--- config.mk ---
export PLATFORM = sky130hd
export DESIGN_NAME = bb3_divide
export DESIGN_NICKNAME = d
export VERILOG_FILES = /design/src/design/bb3_pkg.sv /design/src/design/bb3_divide.sv
export SDC_FILE = /design/constraint.sdc
export NUM_CORES = 1
export LEC_CHECK = 0
export BUFFER_PORTS_ARGS = -buffer_cell sky130_fd_sc_hd__buf_4
export CORE_MARGIN = 2
export CORE_UTILIZATION = 35
export CTS_CLUSTER_DIAMETER = 40
export CTS_CLUSTER_SIZE = 14
export DETAILED_ROUTE_END_ITERATION = 8
export PLACE_DENSITY = 0.52
export SKIP_CTS_REPAIR_TIMING = 1
export SYNTH_ARGS = -nofsm -noshare
export SYNTH_HDL_FRONTEND = slang
export SYNTH_SLANG_ARGS = --single-unit
--- constraint.sdc ---
create_clock -name clock -period 6.8 [get_ports clock]
set_clock_uncertainty 0.05 [all_clocks]
set_input_delay 0.68 -clock clock [delete_from_list [all_inputs] [get_ports clock]]
set_output_delay 0.68 -clock clock [all_outputs]
set_load 0.005 [all_outputs]
--- src/design/bb3_pkg.sv ---
`default_nettype none

package bb3_pkg;

   // Default frame limits, handed to the top level parameters
   localparam int DEFAULT_MAX_WIDTH = 1024;
   localparam int DEFAULT_MAX_HEIGHT = 4096;

   // Pixel and arithmetic widths
   localparam int CHANNEL_BITS = 8;
   localparam int PIXEL_BITS = 3 * CHANNEL_BITS;
   localparam int LINE_BITS = 2 * PIXEL_BITS;
   localparam int SUM_BITS = 12;
   localparam int COUNT_BITS = 4;
   localparam int NUMER_BITS = SUM_BITS + 1;
   localparam int RECIP_BITS = 18;
   localparam int RECIP_SHIFT = 18;
   localparam int PRODUCT_BITS = NUMER_BITS + RECIP_BITS;

   // Register file
   localparam int WIDTH_REG_BITS = 11;
   localparam int HEIGHT_REG_BITS = 13;
   localparam int CSR_DATA_BITS = 13;
   localparam int CSR_INDEX_BITS = 1;
   localparam logic [CSR_INDEX_BITS-1:0] CSR_IMAGE_WIDTH = 1'b0;
   localparam logic [CSR_INDEX_BITS-1:0] CSR_IMAGE_HEIGHT = 1'b1;
   localparam logic [WIDTH_REG_BITS-1:0] WIDTH_RESET = 11'd1024;
   localparam logic [HEIGHT_REG_BITS-1:0] HEIGHT_RESET = 13'd768;

   // Which neighbors of the current output lie inside the frame
   typedef struct packed {
      logic       due;
      logic       last;
      logic [2:0] row_mask;
      logic [2:0] col_mask;
   } tap_ctrl_type;

   // Per-channel neighborhood sums heading for the divider
   typedef struct packed {
      logic                  valid;
      logic                  last;
      logic [SUM_BITS-1:0]   sum_red;
      logic [SUM_BITS-1:0]   sum_green;
      logic [SUM_BITS-1:0]   sum_blue;
      logic [COUNT_BITS-1:0] count;
   } sum_type;

   // ceil(2^18 / (2*count)); exact floor division for numerators below 4600
   function automatic logic [RECIP_BITS-1:0] recip_of(input logic [COUNT_BITS-1:0] count);
      logic [RECIP_BITS-1:0] recip;
      case (count)
         4'd1:    recip = 18'd131072;
         4'd2:    recip = 18'd65536;
         4'd3:    recip = 18'd43691;
         4'd4:    recip = 18'd32768;
         4'd5:    recip = 18'd26215;
         4'd6:    recip = 18'd21846;
         4'd7:    recip = 18'd18725;
         4'd8:    recip = 18'd16384;
         4'd9:    recip = 18'd14564;
         default: recip = '0;
      endcase
      return recip;
   endfunction

endpackage

`default_nettype wire

--- src/design/bb3_divide.sv ---
`default_nettype none

module bb3_divide (
   input  wire logic                              clock,
   input  wire logic                              reset,
   input  wire logic                              advance,
   input  wire bb3_pkg::sum_type                  sums,
   output logic                                   rsp_valid,
   output logic [bb3_pkg::CHANNEL_BITS-1:0]       rsp_blurred_red,
   output logic [bb3_pkg::CHANNEL_BITS-1:0]       rsp_blurred_green,
   output logic [bb3_pkg::CHANNEL_BITS-1:0]       rsp_blurred_blue,
   output logic                                   rsp_frame_last
);
   import bb3_pkg::*;

   logic                    prod_valid_ff;
   logic                    prod_last_ff;
   logic [PRODUCT_BITS-1:0] prod_red_ff;
   logic [PRODUCT_BITS-1:0] prod_green_ff;
   logic [PRODUCT_BITS-1:0] prod_blue_ff;
   logic [PRODUCT_BITS-1:0] prod_red_in;
   logic [PRODUCT_BITS-1:0] prod_green_in;
   logic [PRODUCT_BITS-1:0] prod_blue_in;
   logic [NUMER_BITS-1:0]   numer_red;
   logic [NUMER_BITS-1:0]   numer_green;
   logic [NUMER_BITS-1:0]   numer_blue;
   logic [RECIP_BITS-1:0]   recip;
   logic                    rsp_valid_ff;
   logic [CHANNEL_BITS-1:0] red_ff;
   logic [CHANNEL_BITS-1:0] green_ff;
   logic [CHANNEL_BITS-1:0] blue_ff;
   logic                    last_ff;

   // Rounded mean: (2*sum + count) / (2*count) via reciprocal multiply
   always_comb begin
      recip = recip_of(sums.count);
      numer_red = {sums.sum_red, 1'b0} + NUMER_BITS'(sums.count);
      numer_green = {sums.sum_green, 1'b0} + NUMER_BITS'(sums.count);
      numer_blue = {sums.sum_blue, 1'b0} + NUMER_BITS'(sums.count);
      prod_red_in = PRODUCT_BITS'(numer_red) * PRODUCT_BITS'(recip);
      prod_green_in = PRODUCT_BITS'(numer_green) * PRODUCT_BITS'(recip);
      prod_blue_in = PRODUCT_BITS'(numer_blue) * PRODUCT_BITS'(recip);
   end

   // Product stage
   always_ff @(posedge clock) begin
      if (reset) begin
         prod_valid_ff <= 1'b0;
      end else if (advance) begin
         prod_valid_ff <= sums.valid;
      end
   end

   always_ff @(posedge clock) begin
      if (advance) begin
         prod_last_ff <= sums.last;
         prod_red_ff <= prod_red_in;
         prod_green_ff <= prod_green_in;
         prod_blue_ff <= prod_blue_in;
      end
   end

   // Output register, holds while the receiver stalls
   always_ff @(posedge clock) begin
      if (reset) begin
         rsp_valid_ff <= 1'b0;
      end else if (advance) begin
         rsp_valid_ff <= prod_valid_ff;
      end
   end

   always_ff @(posedge clock) begin
      if (advance) begin
         red_ff <= prod_red_ff[RECIP_SHIFT +: CHANNEL_BITS];
         green_ff <= prod_green_ff[RECIP_SHIFT +: CHANNEL_BITS];
         blue_ff <= prod_blue_ff[RECIP_SHIFT +: CHANNEL_BITS];
         last_ff <= prod_last_ff;
      end
   end

   assign rsp_valid = rsp_valid_ff;
   assign rsp_blurred_red = red_ff;
   assign rsp_blurred_green = green_ff;
   assign rsp_blurred_blue = blue_ff;
   assign rsp_frame_last = last_ff;

endmodule

`default_nettype wire
==> parameters.txt <==
Parameter                              Value

Synth
  Mapped Cells    roughly 2400
  Most used standard cells in the synthesized netlist    604 x sky130_fd_sc_hd__inv_1, 504 x sky130_fd_sc_hd__fa_1, 440 x sky130_fd_sc_hd__nand2_1, 209 x sky130_fd_sc_hd__nor2_1, 167 x sky130_fd_sc_hd__ha_1
  Most area-consuming cells after synthesis    sky130_fd_sc_hd__fa_1 48%, sky130_fd_sc_hd__inv_1 11%, sky130_fd_sc_hd__ha_1 9.9%, sky130_fd_sc_hd__nand2_1 7.8%, sky130_fd_sc_hd__edfxtp_1 7.1%
  Post-synthesis share of cell area spent on and, or, nand and nor gates    approximately 15%
  Proportion of synthesized flip-flops having asynchronous set or reset    0%
  Number of warnings printed during yosys synthesis    0
  Main synth FF type    sky130_fd_sc_hd__edfxtp_1
  XOR/XNOR Fraction of Synth Area    4.060%
  Flip-flop and latch count after synthesis    52
  Largest family of logic cells by synthesized area    adder cells
  Yosys top cell area share    47.66%
  Post-Syn Area    21170 sq um
  Mux cell area share after synthesis    less than 1%
  Post-synthesis sequential area ratio    ~7.3%
  Synth unique cells    61
  Arithmetic-cell share of the synthesized area counting full adders, half adders and majority gates    57.53%
  Mean post-synth cell area    just under 9 sq um
  Synthesized-area fraction occupied by ao, oa, aoi and oai cells    between 3 and 4%
  Most frequent cell after synthesis    sky130_fd_sc_hd__inv_1
  Cell accounting for the most synthesized area    sky130_fd_sc_hd__fa_1
  Number of synthesized flops with an enable pin    50
  Number of nets in the synthesized netlist    between 3000 and 4000

STA
  Fraction of the cycle the final worst path needs    between 90% and 100%
  Unrepaired setup endpoints after global routing    yes
  Fmax    150.8 MHz
  Final Max Slew Viols    0
  Final setup fails    0
  Shortest clock period the worst path allows after layout    6632 ps
  Slew HR    45.52%
  Least-Margin Pin Slew    814.2 ps
  Worst slack on hold paths    374.3 ps
  TNS Setup    0 ps
  Count of final hold-check violations    0

Floorplan
  Top-Level Pins    71
  Area of the placeable core    60130 sq um
  Placement Rows    90
  Die height    249.9 microns
  Horizontal die dimension    roughly 250 microns
  Initial core utilization    about a third
  DIE AREA    around 62000 sq um

Clock tree
  Clock-pin slew reported for the worst setup and hold paths after clock tree synthesis    90 ps
  Longest Clk Path Bufs    2
  Clock latency at the later pin of the worst-skew pair    340 ps
  Clock Tree Root    sky130_fd_sc_hd__clkbuf_16
  Number of clock buffers inserted by TritonCTS    5
  H-tree depth    2
  CTS tree    yes
  TritonCTS Sinks    52

Layout
  Fill cell total of the finished layout    a little over 6000
  Fin nets    3472
  Finished Layout Cells    3540
  Area growth, synth to finish    22.68%
  Layout cells sized above 1    19.41%

Setup path
  Slowest cell on the critical path    sky130_fd_sc_hd__fa_1
  Startpoint types    input port
  Crit path max fanout    8
  Crit path largest cell delay    roughly 500 ps
  Required @ worst endpoint    6860 ps
  Sum of buffers and inverters on the critical path    10
  Cell family contributing the most delay on the critical path    adder cells
  Worst endpoint data arrival time    6690 ps
  Type of the setup path with the least slack    input port to flop
  Critical path capture point type    flop
  Most Frequent Cell on Critical Path    sky130_fd_sc_hd__buf_4

Drt
  Routed length on met3    3490 microns
  Mean number of vias per cell    4.768
  Detailed-router iteration count before antenna repair    5
  Routed length on met2    around 32000 microns
  Drc violations    0
  Number of vias after detailed routing    roughly 17000
  Post-detailed-routing wire length    64580 microns
  Antenna Nets Post-Route    0
  Wire length the detailed router placed on met1    26960 microns
  Average detailed-routed wire length per instance    18.24 microns
  Iteration-0 DRC Markers    934
  Top routing layer in use    met4

Global route
  Total congestion overflow    0
  Wire length of the first global-routing pass    approximately 100000 microns
  GRT Overall Usage    21.53%
  Initial antenna violation count    2
  Maximum number of pins on one net before global-route repair    53
  Via count of the first global-routing pass    approximately 18000

Power and ir drop
  Highest ir drop seen on vdd    0.00009630 V
  Switch Pwr    roughly 0.0019 W
  Pwr Density    between 150 and 200 nW/um^2
  Seq pwr share    a little over an eighth
  Combinational fraction of design power    79.1%
  Part of the power in the clock network    7.7%
  Reported leakage power    around 13 nW
  Internal power component    0.002103 W
  Switching power as a share of total power    47.59%

Place
  Post-DP HPWL    between 50000 and 60000 microns
  Placer's final routability congestion estimate    0.9282
  I/O Buffers    70
  Placed cells    3521

Run
  Max-cap check violation count    0

Worst hold path
  Path type of the worst min-delay path    flop to flop

Status
  Status    finished clean
[power groups by stage]
stage,Clock (W),Sequential [W],Combinational (W)
2_1_floorplan,0,0.000537,0.00189
3_3_place_gp,0,0.000537,0.00305
3_5_place_dp,0,0.000540,0.00311
4_1_cts,0.000325,0.000534,0.00313
5_1_grt,0.000329,0.000542,0.00363
6_report,0.000308,0.000532,0.00317
[layout make-up]
cell class	count	area [sq um]	share of cell area, %
multi-input combinational	1652	17370	66.89
timing repair buffer	441	3660	14.09
inverter	604	2267	8.729
sequential	52	1541	5.935
tap	782	978.4	3.767
clock buffer	5	125.1	0.4817
clock inverter	3	26.28	0.1012
antenna	1	2.502	0.009634
[registers in the layout, indices dropped and copies added (netlist names)]
| register | count |
|---|---|
| rsp_blurred_red | 8 |
| prod_valid_ff | 1 |
| rsp_frame_last | 1 |
| prod_red_ff | 8 |
| rsp_blurred_blue | 8 |
| rsp_blurred_green | 8 |
| prod_blue_ff | 8 |
| rsp_valid | 1 |
| prod_last_ff | 1 |
| prod_green_ff | 8 |
[kinds of logic after synthesis]
kind of cell             after synthesis
AO/OA/AOI/OAI                        132
XOR/XNOR                              94
buffers and inverters                691
AND/OR/NAND/NOR                      752
adder cells (fa/ha/maj)              671
multiplexers                           3
flip-flops                            52
[stage by stage]
stage / worst slack (ps) / instance area [sq um] / utilization (%) / power [W]
after floorplan: 0.06262 / 21170 / - / 0.002423
final: 168.1 / 25970 / 43.19 / 0.004013
after detailed placement: -623.9 / 25370 / 42.18 / 0.003651
after global placement: -559.6 / 25370 / 42.18 / 0.003582
after CTS: -291.3 / 25520 / 42.44 / 0.003989
after global routing: -42.97 / 25970 / 43.19 / 0.004502
[worst paths after layout]
kind                         start                  end  slack (ps)  depth (start not counted)
setup / recovery           sums[3]      prod_red_ff[19]         170                         27
hold / removal        prod_last_ff       rsp_frame_last         370                          0
setup reg to reg  prod_blue_ff[23]  rsp_blurred_blue[5]        6120                          0
hold reg to reg       prod_last_ff       rsp_frame_last         370                          0
[routing by layer]
metal | vias to the layer above | global-route usage (%)
met2 | 446 | 37.34
met1 | 8642 | 27.50
met5 | - | 0
met4 | 0 | 7.494
met3 | 88 | 3.035
li1 | 7703 | -
[cells in the final DEF, fill, tap and decap left out, drive strengths merged, types with 9 or more instances in the layout]
cell	count
nand3	14
nor2	209
inv	605
a21o	16
xor2	31
nand2	440
nand2b	12
o21ai	34
ha	167
buf	441
edfxtp	50
a21oi	46
and3	16
nand4	9
fa	504
xnor2	62
and2	22
Power figures use the tool's default switching activity.
