File: src/design/bb3_pkg.sv
`default_nettype none

package bb3_pkg;

   // Default frame limits, handed to the top level parameters
   localparam int DEFAULT_MAX_WIDTH = 1024;
   localparam int DEFAULT_MAX_HEIGHT = 4096;

   // Pixel and arithmetic widths
   localparam int CHANNEL_BITS = 8;
   localparam int PIXEL_BITS = 3 * CHANNEL_BITS;
   localparam int LINE_BITS = 2 * PIXEL_BITS;
   localparam int SUM_BITS = 12;
   localparam int COUNT_BITS = 4;
   localparam int NUMER_BITS = SUM_BITS + 1;
   localparam int RECIP_BITS = 18;
   localparam int RECIP_SHIFT = 18;
   localparam int PRODUCT_BITS = NUMER_BITS + RECIP_BITS;

   // Register file
   localparam int WIDTH_REG_BITS = 11;
   localparam int HEIGHT_REG_BITS = 13;
   localparam int CSR_DATA_BITS = 13;
   localparam int CSR_INDEX_BITS = 1;
   localparam logic [CSR_INDEX_BITS-1:0] CSR_IMAGE_WIDTH = 1'b0;
   localparam logic [CSR_INDEX_BITS-1:0] CSR_IMAGE_HEIGHT = 1'b1;
   localparam logic [WIDTH_REG_BITS-1:0] WIDTH_RESET = 11'd1024;
   localparam logic [HEIGHT_REG_BITS-1:0] HEIGHT_RESET = 13'd768;

   // Which neighbors of the current output lie inside the frame
   typedef struct packed {
      logic       due;
      logic       last;
      logic [2:0] row_mask;
      logic [2:0] col_mask;
   } tap_ctrl_type;

   // Per-channel neighborhood sums heading for the divider
   typedef struct packed {
      logic                  valid;
      logic                  last;
      logic [SUM_BITS-1:0]   sum_red;
      logic [SUM_BITS-1:0]   sum_green;
      logic [SUM_BITS-1:0]   sum_blue;
      logic [COUNT_BITS-1:0] count;
   } sum_type;

   // ceil(2^18 / (2*count)); exact floor division for numerators below 4600
   function automatic logic [RECIP_BITS-1:0] recip_of(input logic [COUNT_BITS-1:0] count);
      logic [RECIP_BITS-1:0] recip;
      case (count)
         4'd1:    recip = 18'd131072;
         4'd2:    recip = 18'd65536;
         4'd3:    recip = 18'd43691;
         4'd4:    recip = 18'd32768;
         4'd5:    recip = 18'd26215;
         4'd6:    recip = 18'd21846;
         4'd7:    recip = 18'd18725;
         4'd8:    recip = 18'd16384;
         4'd9:    recip = 18'd14564;
         default: recip = '0;
      endcase
      return recip;
   endfunction

endpackage

`default_nettype wire

File: src/design/bb3_window.sv
`default_nettype none

module bb3_window (
   input  wire logic                            clock,
   input  wire logic                            reset,
   input  wire logic                            advance,
   input  wire logic                            in_valid,
   input  wire logic [bb3_pkg::PIXEL_BITS-1:0]  older_pixel,
   input  wire logic [bb3_pkg::PIXEL_BITS-1:0]  newer_pixel,
   input  wire logic [bb3_pkg::PIXEL_BITS-1:0]  new_pixel,
   input  wire bb3_pkg::tap_ctrl_type           ctrl,
   output bb3_pkg::sum_type                     sums
);
   import bb3_pkg::*;

   // Row 0 is the oldest row, column 2 the newest column
   logic [PIXEL_BITS-1:0] win_ff [3][3];
   logic [PIXEL_BITS-1:0] win_in [3][3];
   logic [PIXEL_BITS-1:0] new_col [3];
   sum_type               sums_ff;
   sum_type               sums_in;

   // Shift in the new column
   always_comb begin
      new_col[0] = older_pixel;
      new_col[1] = newer_pixel;
      new_col[2] = new_pixel;
      for (int i = 0; i < 3; i++) begin
         win_in[i][0] = win_ff[i][1];
         win_in[i][1] = win_ff[i][2];
         win_in[i][2] = new_col[i];
      end
   end

   // Masked sums over the shifted window
   always_comb begin
      sums_in = '0;
      sums_in.valid = in_valid && ctrl.due;
      sums_in.last = ctrl.last;
      for (int i = 0; i < 3; i++) begin
         for (int j = 0; j < 3; j++) begin
            if (ctrl.row_mask[i] && ctrl.col_mask[j]) begin
               sums_in.sum_red = sums_in.sum_red + SUM_BITS'(win_in[i][j][23:16]);
               sums_in.sum_green = sums_in.sum_green + SUM_BITS'(win_in[i][j][15:8]);
               sums_in.sum_blue = sums_in.sum_blue + SUM_BITS'(win_in[i][j][7:0]);
               sums_in.count = sums_in.count + COUNT_BITS'(1);
            end
         end
      end
   end

   always_ff @(posedge clock) begin
      if (reset) begin
         for (int i = 0; i < 3; i++) begin
            for (int j = 0; j < 3; j++) begin
               win_ff[i][j] <= '0;
            end
         end
      end else if (advance && in_valid) begin
         win_ff <= win_in;
      end
   end

   always_ff @(posedge clock) begin
      if (reset) begin
         sums_ff.valid <= 1'b0;
      end else if (advance) begin
         sums_ff <= sums_in;
      end
   end

   assign sums = sums_ff;

endmodule

`default_nettype wire

File: config.mk
export PLATFORM = sky130hd
export DESIGN_NAME = bb3_window
export DESIGN_NICKNAME = d
export VERILOG_FILES = /design/src/design/bb3_pkg.sv /design/src/design/bb3_window.sv
export SDC_FILE = /design/constraint.sdc
export NUM_CORES = 1
export LEC_CHECK = 0
export ABC_AREA = 0
export BUFFER_PORTS_ARGS = -buffer_cell sky130_fd_sc_hd__buf_4
export CAP_MARGIN = 10
export CORE_MARGIN = 4
export CORE_UTILIZATION = 55
export DETAILED_ROUTE_END_ITERATION = 10
export PLACE_DENSITY = 0.74
export SLEW_MARGIN = 20
export SYNTH_ARGS = -nofsm -noshare
export SYNTH_HDL_FRONTEND = slang
export SYNTH_SLANG_ARGS = --single-unit
File: constraint.sdc
create_clock -name clock -period 18.88 [get_ports clock]
set_input_delay 1.888 -clock clock [delete_from_list [all_inputs] [get_ports clock]]
set_output_delay 1.888 -clock clock [all_outputs]
set_load 0.01 [all_outputs]
==> results.py, run 1 <==
metrics = {
    "floorplanning": {
        "die_area_mm2": 0.0359,
        "die_x_um": 189,
        "rows": 66,
        "io_pins": 126,
        "core_area_mm2": 0.0325,
        "fp.dieH_um": 189,
        "start_util_pct": 55.7,
    },
    "finish": {
        "nFillCells": 2968,
        "finish.instance_area_mm2": 0.0199,
        "multiInputGateArea_mm2": 0.0131,
        "final_core_util_pct": 61.2,
        "regArea_mm2": 0.00413,
        "n_antenna_cell": 0,
        "fin_nets": 2722,
        "area_growth_syn_to_layout_pct": 9.94,
        "drive_gt1_share_pct": 11.9,
    },
    "grt": {
        "grt_pass1_wl_um": 80100,
        "grt_pass1_vias": 16000,
        "grt_max_degree": 94,
        "gr-total-overflow": 0,
        "antenna_found_initial": 0,
        "track_usage_pct": 27.1,
    },
    "synth": {
        "synth_edf_count": 41,
        "synth_top_area_cell": "dfxtp_1",
        "synth.most_common_cell": "nand2_1",
        "synthCells": 2352,
        "synth.cell_area_mm2": 0.0181,
        "synth_common_cells": "nand2_1 (426), a21oi_1 (293), ha_1 (200), nor2_1 (151), o21ai_0 (151)",
        "synth_top_area_share_pct": 16.0,
        "synth.area.top_cells": "dfxtp_1 (16%), ha_1 (14%), nand2_1 (8.8%)",
        "synth_seq_cells": 186,
        "async_flop_share_pct": 0,
        "synth.distinct_cells": 92,
        "ys_seq_area_share_pct": 22.8,
        "ys.flop_type": "dfxtp_1",
        "syn_area_per_cell_um2": 7.70,
        "syn_nets": 2660,
        "yosys_warnings": 0,
    },
    "clock_network": {
        "clock-sinks": 186,
        "cts_resized": 0,
        "post_cts_buffers": 0,
        "cts.path.max_buffers": 2,
        "numCtsBuffers": 17,
        "clkLatencyLatePin_ps": 470,
        "cts-root-buf": "clkbuf_16",
        "path_clk_slew_ps": 70,
        "h-tree-depth": 4,
        "ctsHoldBuffers": 0,
        "cts_tree": "built",
    },
    "setup_path": {
        "startpoint": "ctrl[0]",
        "rr_startpoint": "win_ff[176]",
        "rrSetupSlack_ps": 9200,
        "crit_path_end_kind": "flop",
        "criticalPathCategory": "primary input to flop",
        "crit_top_cell": "o21ai_0",
        "cp.required_ps": 19090,
        "arrival_ps": 11380,
        "cpMaxStageDelayCell": "ha_1",
        "r2r-end": "sums[26]",
        "max_stage_delay_ps": 400,
        "crit_end": "sums[26]",
        "reg2reg_depth": 48,
        "cp-start-kind": "primary input",
        "worstPathMaxFanout": 38,
    },
    "timing": {
        "tns_ps": 0,
        "timing.fmax_mhz": 89.5,
        "slew_headroom_pct": 26.9,
        "setup_slack_ps": 7710,
        "drv_slew": 0,
        "setup_viol": 0,
        "fin_crit_ps": 11170,
        "fin_crit_sh_pct": 59.2,
        "hold_viol_final": 0,
        "rsz0062_at_grt": "false",
        "worst_clock_skew_ps": 15.6,
        "hold_ws_ps": 464,
        "worst_slew_pin_slew_ps": 1100,
    },
    "route": {
        "wl_per_cell_um": 17.2,
        "viasPerCell": 5.81,
        "drtPass1Iterations": 5,
        "remaining_drc_errors": 0,
        "num_vias": 16700,
        "routed_wirelength_um": 49400,
        "ant_nets": 0,
        "drt_iter0_drc": 1039,
    },
    "place": {
        "placed_area_mm2": 0.0194,
        "gp_congestion": 0.931,
        "dp_hpwl_um": 37300,
        "preCtsSetupSlack_ps": 7420,
        "port-buffer-count": 125,
    },
    "hold_path": {
        "hp-class": "flop to flop",
    },
    "power": {
        "irDropWorstVdd_mv": 0.0648,
        "power_density_mw_per_mm2": 60.7,
        "p_leak_nw": 8.54,
    },
    "outcome": {
        "status": "completed",
    },
    "job": {
        "cap_viol_max_count": 0,
    },
}
-- sequential cells by signal (all words and copies together), names as in the netlist --
| register | flops |
|---|---|
| win_ff | 144 |
| sums | 42 |
-- cell families after synthesis --
group	Yosys count	share of synthesized area [%]
buffers and inverters	240	5.09
and+or+nand+nor	773	18.8
muxes	75	4.62
DFF	186	22.8
adders and majority gates	227	16.6
xor gates and xnor gates	146	7.85
AOI/OAI and AO/OA	705	24.2
-- stage by stage --
| stage | total power, mW | cells |
|---|---|---|
| 3_5_place_dp | 0.855 | 2837 |
| 5_1_grt | 1.28 | 2869 |
| 4_1_cts | 1.21 | 2869 |
| 2_1_floorplan | 0.744 | 2352 |
| 3_3_place_gp | 0.840 | 2837 |
| 6_report | 1.21 | 2869 |
-- placed cells by master, fill, tap and decap left out, types with 6 or more instances in the layout --
master / n
nand3_1: 23
mux2i_1: 15
edfxtp_1: 41
nor3_1: 20
nor2_1: 151
a21oi_1: 293
xnor2_2: 6
or3_1: 10
o21a_1: 45
buf_4: 140
clkbuf_16: 17
a21o_1: 41
a22o_1: 6
dfxtp_1: 145
or2_2: 7
o21bai_1: 25
o211ai_1: 11
mux2_2: 59
fa_1: 24
a21boi_0: 15
xnor2_1: 98
nand2_1: 425
o21ba_2: 6
a211oi_1: 19
o31ai_1: 10
and3_1: 34
xor2_1: 35
clkinv_4: 7
nor2b_1: 36
nand2b_1: 15
inv_1: 143
o21ai_1: 8
o21ai_0: 151
and2_1: 24
ha_1: 200
o31a_1: 10
-- power by group --
group | total (mW) | switching [mW] | internal (mW)
Combinational | 0.412 | 0.237 | 0.176
Sequential | 0.439 | 0.0107 | 0.428
Clock | 0.357 | 0.183 | 0.174
Total | 1.21 | 0.431 | 0.778
-- critical path, delay by kind of cell --
kind | cells | cell delay [ps]
adder cells (fa/ha/maj) | 9 | 2950
buffers and inverters | 4 | 540
XOR/XNOR | 1 | 120
AND/OR/NAND/NOR | 5 | 690
AO/OA/AOI/OAI | 30 | 5160
-- layer usage --
metal	GRT usage, %	vias up	share of wire (%)
met4	7.93	0	2.1
met5	0	-	0
met3	3.93	67	4.5
li1	-	8323	-
met2	47.4	378	49
met1	34.9	7889	45
-- worst min path at each step --
stage	end	cells after the start	startpoint	slack, ps
2_1_floorplan	win_ff[191]	2	win_ff[191]	440
3_3_place_gp	win_ff[24]	2	win_ff[24]	450
3_5_place_dp	win_ff[29]	2	win_ff[29]	450
4_1_cts	win_ff[114]	2	win_ff[114]	460
5_1_grt	win_ff[36]	2	win_ff[36]	480
6_report	win_ff[100]	2	win_ff[100]	460
-- final cells by class --
type                            count  area share, %
Clock buffer                       17           2.14
Clock inverter                     15          0.697
Inverter                          143           2.70
Multi-Input combinational cell   1926           65.7
Sequential cell                   186           20.8
Tap cell                          442           2.78
Timing Repair Buffer              140           5.28
Note: power is estimated with default switching activity, not from simulation.
==> run 2, diff against run 1 <==
==> constraint.sdc (replaced) <==
create_clock -name clock -period 11.65 [get_ports clock]
set_input_delay 1.165 -clock clock [delete_from_list [all_inputs] [get_ports clock]]
set_output_delay 1.165 -clock clock [all_outputs]
set_load 0.01 [all_outputs]
==> run 2 against run 1 <==
  * Die area unchanged
  * Highest routed layer unchanged
  * Critical path type unchanged
  * Combinational power up 62%
  * Largest power group unchanged
  * Count of clock-buffer cells in the layout up 1
  * Register-to-register slack worse by 7300 ps
==> results.py, run 2 (synthesis gave the netlist of run 1 again) <==
metrics = {
    "setup_path": {
        "cp.required_ps": 11850,
        "rr_startpoint": "win_ff[176]",
        "arrival_ps": 10690,
        "cpMaxStageDelayCell": "fa_1",
        "rrSetupSlack_ps": 1880,
        "crit_path_end_kind": "flop",
        "r2r-end": "sums[27]",
        "criticalPathCategory": "primary input to flop",
        "startpoint": "ctrl[0]",
        "max_stage_delay_ps": 390,
        "worstPathMaxFanout": 38,
        "cp-start-kind": "primary input",
        "reg2reg_depth": 48,
    },
    "hold_path": {
        "holdCritStartpoint": "win_ff[102]",
        "hp-class": "flop to flop",
        "min_path_cells": 2,
        "hold_path_end": "win_ff[102]",
    },
    "floorplanning": {
        "io_pins": 126,
        "start_util_pct": 55.7,
        "die_x_um": 189,
        "fp.dieH_um": 189,
        "core_area_mm2": 0.0325,
        "die_area_mm2": 0.0359,
        "rows": 66,
    },
    "grt": {
        "grt_max_degree": 96,
        "grt_pass1_wl_um": 80800,
        "gr-total-overflow": 0,
        "track_usage_pct": 27.3,
        "antenna_found_initial": 0,
        "grt_pass1_vias": 16200,
    },
    "finish": {
        "finish.instance_area_mm2": 0.0200,
        "largest_register_ffs": 144,
        "fin_nets": 2724,
        "drive_gt1_share_pct": 11.9,
        "final_cell_mix": "nand2_1 (425), a21oi_1 (293), ha_1 (200)",
        "nFillCells": 2952,
        "area_growth_syn_to_layout_pct": 10.6,
        "final_common_cell": "nand2_1",
        "n_antenna_cell": 0,
        "top_register": "win_ff",
    },
    "place": {
        "dp_hpwl_um": 37300,
        "placed_area_mm2": 0.0194,
        "port-buffer-count": 125,
        "gp_congestion": 0.913,
    },
    "route": {
        "wl_per_cell_um": 17.2,
        "ant_nets": 0,
        "remaining_drc_errors": 0,
        "drt_iter0_drc": 1064,
        "drtPass1Iterations": 7,
        "routed_wirelength_um": 49200,
        "num_vias": 16600,
        "viasPerCell": 5.79,
    },
    "timing": {
        "drv_slew": 0,
        "fin_crit_ps": 10490,
        "hold_viol_final": 0,
        "slew_headroom_pct": 26.2,
        "tns_ps": 0,
        "rsz0062_at_grt": "false",
        "worst_clock_skew_ps": 15.0,
        "setup_viol": 0,
        "fin_crit_sh_pct": 90.1,
        "timing.fmax_mhz": 95.3,
        "worst_slew_pin_slew_ps": 1110,
    },
    "outcome": {
        "status": "completed",
    },
    "power": {
        "irDropWorstVdd_mv": 0.117,
        "p_leak_nw": 8.60,
        "power_density_mw_per_mm2": 103,
    },
    "clock_network": {
        "ctsHoldBuffers": 0,
        "cts_tree": "built",
        "cts.path.max_buffers": 2,
        "numCtsBuffers": 17,
        "path_clk_slew_ps": 70,
        "post_cts_buffers": 0,
        "h-tree-depth": 4,
        "clkLatencyLatePin_ps": 470,
        "cts_resized": 0,
        "cts-root-buf": "clkbuf_16",
        "clock-sinks": 186,
    },
    "job": {
        "cap_viol_max_count": 0,
    },
}
==> run 2: cell count changes in the layout (fill, tap and decap cells not counted), sizes merged <==
| cell | previous run | this run |
|---|---|---|
| buf | 140 | 142 |
| bufinv | 0 | 5 |
| inv | 148 | 146 |
| clkinv | 8 | 4 |
| clkbuf | 17 | 18 |
==> run 2: cell type report <==
| cell class | instances | area (µm²) | area share (%) |
|---|---|---|---|
| clock inverters | 14 | 214 | 1.07 |
| flip-flops and latches | 186 | 4130 | 20.6 |
| multi-input cells | 1926 | 13100 | 65.3 |
| well taps | 442 | 553 | 2.76 |
| inverters | 143 | 537 | 2.68 |
| clock buffers | 18 | 450 | 2.25 |
| repair buffers | 142 | 1070 | 5.32 |
==> run 2: worst max-delay path by stage <==
| stage | to | cells past startpoint |
|---|---|---|
| 6_report | sums[27] | 49 |
| 5_1_grt | sums[27] | 49 |
| 4_1_cts | sums[27] | 49 |
| 3_5_place_dp | sums[27] | 49 |
| 3_3_place_gp | sums[14] | 46 |
| 2_1_floorplan | sums[14] | 46 |
==> run 2: where the power goes <==
group / switching [mW] / internal (mW) / total, mW / leakage, nW
registers: 0.0173 / 0.694 / 0.711 / 1.56
clock network: 0.286 / 0.395 / 0.681 / 0.320
logic: 0.383 / 0.286 / 0.669 / 6.71
==> run 2: layer usage <==
metal,global-route usage [%],vias up,part of all wire [%]
met5,0,-,0
met4,9.63,0,3.1
met3,4.30,94,5.3
met2,47.2,441,48
met1,34.8,7751,44
li1,-,8328,-
==> run 2: stage by stage <==
step	std cells	total power [mW]	hold slack, ps	utilization [%]	setup WS [ps]
after floorplan	2352	1.21	440	-	1840
after CTS	2871	2.06	464	61.6	1350
after global placement	2839	1.36	448	59.5	1260
after detailed placement	2839	1.39	452	59.5	957
final	2871	2.06	463	61.6	1160
after global routing	2871	2.18	488	61.6	351
==> run 2: critical path: cells and delay by family <==
kind | cells | cell delay (ps)
buf+inv | 4 | 530
simple gates | 8 | 1160
fa+ha+maj | 9 | 2970
compound gates | 28 | 4830
==> run 3, diff against run 2 <==
--- a/config.mk
+++ b/config.mk
@@ -7,11 +7,10 @@
 export LEC_CHECK = 0
 export ABC_AREA = 0
 export BUFFER_PORTS_ARGS = -buffer_cell sky130_fd_sc_hd__buf_4
-export CAP_MARGIN = 10
+export CAP_MARGIN = 20
 export CORE_MARGIN = 4
-export CORE_UTILIZATION = 55
+export CORE_UTILIZATION = 45
 export DETAILED_ROUTE_END_ITERATION = 10
-export PLACE_DENSITY = 0.74
 export SLEW_MARGIN = 20
 export SYNTH_ARGS = -nofsm -noshare
 export SYNTH_HDL_FRONTEND = slang
==> constraint.sdc (replaced) <==
create_clock -name clock -period 13.37 [get_ports clock]
set_input_delay 1.337 -clock clock [delete_from_list [all_inputs] [get_ports clock]]
set_output_delay 1.337 -clock clock [all_outputs]
set_load 0.01 [all_outputs]
==> run 3 against run 2 <==
  * Wire length rose by 5.3%
  * Die area grew 21%
  * Register-to-register slack improved by 1900 ps
  * Non-clock buffer count decreased by 1
  * Setup slack improved by 1700 ps
  * Total power is 16% lower
  * Clock skew is 0.73 ps higher
  * Sequential cell count did not move
  * Sequential power shrank 13%
  * Count of clock-buffer cells in the layout up 1
  * Critical path depth decreased by 5
  * Via count shrank 2.9%
  * Critical endpoint is now sums[14]
  * Largest cell class unchanged
  * Largest power group unchanged
  * Highest routed layer unchanged
==> results.py, run 3 (synthesis gave the netlist of run 1 again) <==
metrics = {
    "route": {
        "ant_nets": 0,
        "wl_per_cell_um": 17.6,
        "viasPerCell": 5.46,
        "num_vias": 16100,
        "remaining_drc_errors": 0,
        "drt_iter0_drc": 898,
        "drtPass1Iterations": 5,
        "routed_wirelength_um": 51900,
    },
    "floorplanning": {
        "rows": 73,
        "die_area_mm2": 0.0435,
        "start_util_pct": 45.6,
        "fp.dieH_um": 209,
        "core_area_mm2": 0.0397,
        "die_x_um": 209,
        "io_pins": 126,
    },
    "setup_path": {
        "arrival_ps": 10760,
        "cp.required_ps": 13630,
        "worstPathMaxFanout": 38,
        "crit_top_cell": "ha_1",
        "cpMaxStageDelayCell": "fa_1",
        "max_stage_delay_ps": 490,
        "crit_path_end_kind": "flop",
        "cp-start-kind": "primary input",
        "criticalPathCategory": "primary input to flop",
    },
    "finish": {
        "fin_nets": 2723,
        "final_core_util_pct": 50.4,
        "final_common_cell": "nand2_1",
        "top_register": "win_ff",
        "area_growth_syn_to_layout_pct": 10.6,
        "nFillCells": 3893,
        "final_cell_mix": "nand2_1 (425), a21oi_1 (293), ha_1 (200)",
        "drive_gt1_share_pct": 11.9,
        "largest_register_ffs": 144,
        "n_antenna_cell": 0,
    },
    "timing": {
        "timing.fmax_mhz": 95.2,
        "hold_viol_final": 0,
        "slew_headroom_pct": 33.5,
        "worst_slew_pin_slew_ps": 995,
        "drv_slew": 0,
        "fin_crit_ps": 10510,
        "rsz0062_at_grt": "false",
        "setup_viol": 0,
        "worst_clock_skew_ps": 15.7,
        "fin_crit_sh_pct": 78.6,
        "tns_ps": 0,
    },
    "clock_network": {
        "cts-root-buf": "clkbuf_16",
        "post_cts_buffers": 0,
        "ctsHoldBuffers": 0,
        "path_clk_slew_ps": 80,
        "cts.path.max_buffers": 2,
        "h-tree-depth": 4,
        "numCtsBuffers": 17,
        "cts_resized": 0,
        "clkLatencyLatePin_ps": 510,
        "cts_tree": "built",
        "clock-sinks": 186,
    },
    "hold_path": {
        "hp-class": "flop to flop",
    },
    "grt": {
        "grt_max_degree": 81,
        "grt_pass1_wl_um": 83800,
        "grt_pass1_vias": 15800,
        "track_usage_pct": 23.8,
        "gr-total-overflow": 0,
        "antenna_found_initial": 0,
    },
    "place": {
        "port-buffer-count": 125,
        "dp_hpwl_um": 39400,
        "gp_congestion": 0.883,
    },
    "power": {
        "irDropWorstVdd_mv": 0.0915,
        "power_density_mw_per_mm2": 86.4,
        "p_leak_nw": 8.56,
    },
    "outcome": {
        "status": "completed",
    },
    "job": {
        "cap_viol_max_count": 0,
    },
}
[run 3: cell count changes in the layout (fill, tap and decap cells not counted)]
cell,previous run,this run
clkinvlp_4,2,1
clkbuf_1,0,1
clkinv_8,0,1
bufinv_16,5,1
clkbuf_16,18,17
clkinv_4,0,2
clkbuf_8,0,1
clkinv_1,2,0
inv_6,1,5
inv_8,2,1
buf_4,142,141
[run 3: metrics by stage]
| step | std cells | hold WS, ps | area, µm² | worst slack (ps) | power, mW |
|---|---|---|---|---|---|
| 2_1_floorplan | 2352 | 440 | 18100 | 3390 | 1.05 |
| 3_3_place_gp | 2921 | 452 | 19500 | 2690 | 1.20 |
| 3_5_place_dp | 2921 | 454 | 19500 | 2490 | 1.21 |
| 4_1_cts | 2953 | 465 | 20000 | 3020 | 1.75 |
| 5_1_grt | 2953 | 488 | 20000 | 2120 | 1.84 |
| 6_report | 2953 | 463 | 20000 | 2860 | 1.73 |
[run 3: area by class of cell]
cell class,instances,area (µm²),share of cell area [%]
multi-input cells,1926,13100,65.2
inverters,143,537,2.68
clock inverters,13,136,0.680
clock buffers,19,443,2.21
well taps,525,657,3.28
flip-flops and latches,186,4130,20.6
repair buffers,141,1060,5.28
[run 3: metal layers]
layer	share of wire, %	vias up	routed length (µm)	track usage [%]
met5	0	-	0	0
met4	2.6	0	1360	8.21
met3	3.5	64	1790	3.63
met2	48	243	24700	40.6
met1	46	7490	24100	30.8
li1	-	8338	-	-
[run 3: critical path: cells and delay by family]
family | cells | cell delay [ps]
AOI/OAI and AO/OA | 17 | 3260
muxes | 4 | 820
buffers and inverters | 3 | 450
adders and majority gates | 10 | 3350
xor gates and xnor gates | 2 | 190
and+or+nand+nor | 8 | 1320
[run 3: worst paths after layout]
path / startpoint / end / slack [ps] / cells past startpoint
max: ctrl[0] / sums[14] / 2860 / 44
min: win_ff[106] / win_ff[106] / 460 / 2
max reg2reg: win_ff[168] / sums[14] / 3750 / 43
min reg2reg: win_ff[106] / win_ff[106] / 460 / 2
[run 3: power breakdown]
part / switching, mW / total (mW) / internal (mW)
Clock: 0.263 / 0.529 / 0.267
Combinational: 0.334 / 0.582 / 0.248
Sequential: 0.0159 / 0.621 / 0.605
Total: 0.613 / 1.73 / 1.12
